[config.mk]
export PLATFORM = sky130hd
export DESIGN_NAME = fvpl_ctrl
export DESIGN_NICKNAME = d
export VERILOG_FILES = /design/src/design/fvpl_pkg.sv /design/src/design/fvpl_ctrl.sv
export SDC_FILE = /design/constraint.sdc
export NUM_CORES = 1
export LEC_CHECK = 0
export BUFFER_PORTS_ARGS = -buffer_cell sky130_fd_sc_hd__buf_2
export CORE_AREA = 8 8 45 47
export CTS_BUF_LIST = sky130_fd_sc_hd__clkbuf_4
export CTS_CLUSTER_DIAMETER = 120
export DETAILED_ROUTE_END_ITERATION = 12
export DIE_AREA = 0 0 53 55
export PLACE_DENSITY = 0.47
export RECOVER_POWER = 50
export SLEW_MARGIN = 5
export SYNTH_ARGS = -nofsm -noshare
export SYNTH_HDL_FRONTEND = slang
export SYNTH_SLANG_ARGS = --single-unit
[constraint.sdc]
create_clock -name clk_i -period 2.4 [get_ports clk_i]
set_clock_uncertainty 0.1 [all_clocks]
set_input_delay 0.24 -clock clk_i [delete_from_list [all_inputs] [get_ports clk_i]]
set_output_delay 0.24 -clock clk_i [all_outputs]
set_load 0.01 [all_outputs]
[src/design/fvpl_pkg.sv]
// Shared types and constants of the first-valley parabolic locator.
package fvpl_pkg;

  localparam int SMP_W = 24;
  localparam int SQ_W  = 48;
  localparam int VAL_W = 22;
  localparam int CFG_W = 32;
  localparam int NUM_W = 54;
  localparam int DEN_W = 24;

  localparam int CFG_IDX_W = 1;
  localparam logic [CFG_IDX_W-1:0] CFG_FIRST_CENTER = 1'b0;
  localparam logic [CFG_IDX_W-1:0] CFG_BIN_WIDTH    = 1'b1;

  localparam logic [CFG_W-1:0] FIRST_CENTER_RST = 32'd83886;
  localparam logic [CFG_W-1:0] BIN_WIDTH_RST    = 32'd83047;

  localparam logic [SQ_W-1:0]  THREE_Q40 = 48'h0300_0000_0000;
  localparam logic [VAL_W-1:0] ONE_Q20   = 22'h10_0000;

  typedef struct packed {
    logic load;
    logic eval;
    logic vtx;
    logic div_start;
    logic fin;
    logic sat;
    logic emit;
  } cmd_t;

  typedef struct packed {
    logic hit;
    logic last;
    logic den_zero;
    logic div_done;
    logic out_busy;
  } status_t;

endpackage

[src/design/fvpl_ctrl.sv]
// Controller state machine that sequences the locator datapath.
module fvpl_ctrl (
  input  logic              clk_i,
  input  logic              rst_ni,
  input  logic              in_valid_i,
  output logic              in_ready_o,
  input  fvpl_pkg::status_t sts_i,
  output fvpl_pkg::cmd_t    cmd_o
);

  typedef enum logic [2:0] {
    IDLE,
    EVAL,
    VTX,
    DIV_GO,
    DIV_WAIT,
    FIN,
    SAT,
    EMIT
  } state_e;

  state_e state_q;

  always_ff @(posedge clk_i or negedge rst_ni) begin
    if (!rst_ni) begin
      state_q <= IDLE;
    end else begin
      case (state_q)
        IDLE: begin
          if (in_valid_i) state_q <= EVAL;
        end
        EVAL: begin
          if (sts_i.hit) state_q <= VTX;
          else if (sts_i.last) state_q <= EMIT;
          else state_q <= IDLE;
        end
        VTX: begin
          state_q <= sts_i.den_zero ? FIN : DIV_GO;
        end
        DIV_GO: begin
          state_q <= DIV_WAIT;
        end
        DIV_WAIT: begin
          if (sts_i.div_done) state_q <= FIN;
        end
        FIN: begin
          state_q <= SAT;
        end
        SAT: begin
          state_q <= sts_i.last ? EMIT : IDLE;
        end
        EMIT: begin
          if (!sts_i.out_busy) state_q <= IDLE;
        end
        default: begin
          state_q <= IDLE;
        end
      endcase
    end
  end

  always_comb begin
    cmd_o           = '0;
    cmd_o.load      = (state_q == IDLE) && in_valid_i;
    cmd_o.eval      = (state_q == EVAL);
    cmd_o.vtx       = (state_q == VTX);
    cmd_o.div_start = (state_q == DIV_GO);
    cmd_o.fin       = (state_q == FIN);
    cmd_o.sat       = (state_q == SAT);
    cmd_o.emit      = (state_q == EMIT) && !sts_i.out_busy;
  end

  assign in_ready_o = (state_q == IDLE);

  // An accepted sample is evaluated in the very next cycle.
  a_load_eval: assert property (@(posedge clk_i) disable iff (!rst_ni)
    (state_q == IDLE && in_valid_i) |=> state_q == EVAL)
    else $error("accepted sample not evaluated");

  // The divider is only waited on when the denominator is nonzero.
  a_div_den: assert property (@(posedge clk_i) disable iff (!rst_ni)
    state_q == DIV_WAIT |-> !sts_i.den_zero)
    else $error("division with zero denominator");

endmodule
# Word-level counts from Yosys, hierarchy flattened
# Cells that the tools add are included.
# totals
ff_bits	3
latchBits	0
mem_bits_rw	0
mem_bits_ro	0
in_bits	8
output_inout_bits	8
word_cells	23
memories	0
# op_classes
add_sub_neg	0
mul	0
div	0
order_cmp	0
eq_ne	10
n_shift	0
mux	7
bitwise	0
n_reduce_logical	5
# op_table
operator	n
one-hot mux 3 bit (8 select lines)	1
2-to-1 mux 3 bit	6
== test 3 bit, second input constant	4
== test 3 x 2 -> 1 bit, second input constant	2
inequality test 2 bit, second input constant	3
== test 3 x 1 -> 1 bit, second input constant	1
logical NOT 3 bit	1
AND reduction 3 bit	1
logical AND 1 bit	2
logical NOT 1 bit	1

# Depth between registers and ports, before layout
# logic_depth
word_depth	3
mapped_depth	4

# Least setup slack after synthesis
# OpenSTA, ideal clock, no wires.
# synth_path
kind	register -> output
start	register state_q[2]
end	output port cmd_o[6] in the netlist's numbering
arrival_ps	1097
required_ps	2060
slack_ps	963
path_stages_with_launch	4
n_path_buf	1
path_cell_list	dfrtp_1 buf_6 nor3_1 and2_1
# synth_lines
item	line_no	text
from (decl)	fvpl_ctrl.sv:22	state_e state_q;
from (signal assigned)	fvpl_ctrl.sv:38	state_q <= sts_i.den_zero ? FIN : DIV_GO;
from (signal assigned)	fvpl_ctrl.sv:50	state_q <= sts_i.last ? EMIT : IDLE;
to (decl)	fvpl_ctrl.sv:8	output fvpl_pkg::cmd_t cmd_o

==> out/metrics.csv <==
stage;metric;value;unit
critical_path;Max FO, Critical Path;16;
timing;RSZ-0062 raised after global routing;false;
yosys;Yosys reg bits;3;
finish;Design Area, Final;427.9;um^2
finish;max FFs per register;3;
global_route;vias in the first global route;301;
routing;via count;334;
global_route;gr busiest metal;met2;
global_route;Total GRT Usage;5.805;%
global_route;initial antenna violation count;0;
timing;fin. max-slew vios;0;
routing;antenna viol nets, final;0;
timing;Final setup viols;0;
global_route;pin count of the biggest net entering global routing;19;
finish;Cell Count, Final, Fillers Out;72;
yosys;average size of a mapped cell;8.534;um^2
floorplanning;FP Rows;14;
placed_design;placed cell count;67;
placed_design;Routability Congestion;0.6955;
global_route;Remaining Overflow, GRT;0;
yosys;cell count after synthesis;39;
floorplanning;core area;1384;um^2
worst_hold_path;Hold WC Path Type;in -> reg;
routing;Remaining DRCs;0;
global_route;met1 usage;6.422;%
clocking;root buffer cell;clkbuf_4;
finish;largest register by flop count;state_q;
flow_run;Max-Cap Viols;0;
power;Worst VDD drop;0.3505;mV
critical_path;critical path arrival;1.31;ns
finish;most frequent cells in the layout;13 x buf_2, 4 x nand2_1, 4 x nor2_1, 4 x clkbuf_4;
yosys;Distinct cells, synth;25;
clocking;CTS max path bufs;2;
critical_path;CP Data Required Time;2.06;ns
floorplanning;Die X;53;um
global_route;first-pass GRT wire length;1.262;mm
clocking;CTS Buf Count;3;
power;pwr dens;1195;nW/um^2
critical_path;crit end category;output port;
finish;area grow syn2layout;28.57;%
global_route;met3 Resource Use GR;1.872;%
clocking;postcts setup bufs;0;
clocking;H-Tree Depth;1;
finish;Filler cells;158;
timing;setup TNS;0;ns
timing;max_slew headroom;68.01;%
floorplanning;die area;2915;um^2
clocking;Sink Count;3;
yosys;area of the mapped netlist;332.8;um^2
finish;Nets;65;
routing;final WL;821;um
timing;Tmin final;1.649;ns
yosys;sequential area share after synthesis;22.56;%
routing;TritonRoute pass-1 iters;4;
finish;commonest non-fill, non-tap cell in the layout;buf_2;
timing;fin crit share;68.70;%
finish;multi-input logic area;216.5;um^2
floorplanning;Starting Density;24.05;%
yosys;Mapped Nets;47;
clocking;CTS tree;built;
finish;layout cells sized above 1;39.29;%
placed_design;dpl hpwl;603.7;um
finish;Inserted Diodes;0;
yosys;Ys Warns;0;
critical_path;crit start category;flip-flop;
power;Leak;0.2065;nW
routing;1st-iter DRT viols;3;
timing;highest achievable clock rate;606.5;MHz
finish;largest registers;state_q x3;
placed_design;number of port buffers;15;
global_route;M2 GR Usage;8.789;%
timing;Worst Max-Slew Pin Slew;0.4798;ns
critical_path;critical path class;reg -> out;
floorplanning;Die Y;55;um
routing;Via density;4.639;
placed_design;dpl cell area;394.1;um^2
floorplanning;io pins;16;
clocking;Clock Latency Late Sink;0.24;ns
clocking;clock slew at reported path FFs;0.04;ns
routing;WL per Instance;11.40;um
outcome;status;complete, no violations;
finish;Register Area;75.07;um^2
power;total power;0.5115;mW
timing;Hold Vio Cnt, Final;0;
routing by layer:
layer  routed length (um)  part of all wire (%)
met4                   17                   2.1
met1                  373                    45
met3                   67                   8.2
met5                    0                     0
met2                  364                    44
cells in the mapped netlist (all sizes together):
cell / number / area share (%)
a21boi: 1 / 2.3
a21o: 1 / 2.3
a21oi: 1 / 1.5
a2bb2oi: 1 / 4.5
a31oi: 1 / 1.9
and2: 1 / 1.9
and3: 1 / 2.3
and3b: 1 / 3.0
and4bb: 1 / 3.8
buf: 3 / 10
dfrtp: 3 / 23
inv: 1 / 1.1
nand2: 4 / 4.5
nand2b: 1 / 1.9
nor2: 4 / 4.5
nor2b: 2 / 3.8
nor3: 2 / 3.0
nor3b: 3 / 6.8
nor4b: 1 / 4.5
o21ai: 3 / 5.6
o21bai: 2 / 5.6
o311ai: 1 / 2.6
worst paths after layout:
| check | start | end | slack (ns) | depth (start not counted) |
|---|---|---|---|---|
| worst max-delay path | state_q[1] | cmd_o[0] | 0.75 | 3 |
| worst min-delay path | sts_i[0] | state_q[2] | 0.19 | 3 |
| worst max register to register | state_q[0] | state_q[0] | 1.00 | 3 |
| worst min register to register | state_q[2] | state_q[2] | 0.66 | 1 |
| max in group asynchronous | rst_ni | state_q[2] | 1.79 | 2 |
| min in group asynchronous | rst_ni | state_q[1] | 0.25 | 2 |
area by class of cell:
cell class | instances | area share (%)
clock buffer | 4 | 7.018
inverter | 1 | 0.8772
multi-input combinational | 32 | 50.58
sequential | 3 | 17.54
tap | 16 | 4.678
timing repair buffer | 16 | 19.30
report_power, final:
| part | switching [mW] | leakage (nW) | internal, mW |
|---|---|---|---|
| clock | 0.0286 | 0.0184 | 0.0737 |
| combinational | 0.103 | 0.154 | 0.137 |
| sequential | 0.0933 | 0.0345 | 0.0762 |
per-stage QoR:
step / hold WS (ns) / setup WS (ns) / utilization [%]
floorplan: -0.1556 / 0.9626 / -
global placement: -0.06152 / 0.9726 / 28.48
detailed placement: -0.06026 / 0.9915 / 28.48
CTS: 0.1877 / 0.7261 / 31.37
global route: 0.1948 / 0.6360 / 30.92
finish: 0.1925 / 0.7512 / 30.92
repair_timing:
| action | CTS | global route |
|---|---|---|
| endpoints found under the setup margin | 0 | 0 |
| hold endpoints to repair | 3 | 0 |
| hold buffers | 1 | 0 |
| resized for setup | 0 | 0 |
critical path: stages, from the launching register on:
cell and delay (ns):
dfrtp_1 0.57, nand2_1 0.15, nor3b_1 0.19, buf_2 0.16
cells by family after synthesis:
| family | Yosys count | synth area share (%) |
|---|---|---|
| and+or+nand+nor | 21 | 39.85 |
| AOI/OAI and AO/OA | 11 | 26.31 |
| buffers and inverters | 4 | 11.28 |
| DFF | 3 | 22.56 |
Note: power is estimated with default switching activity, not from simulation.
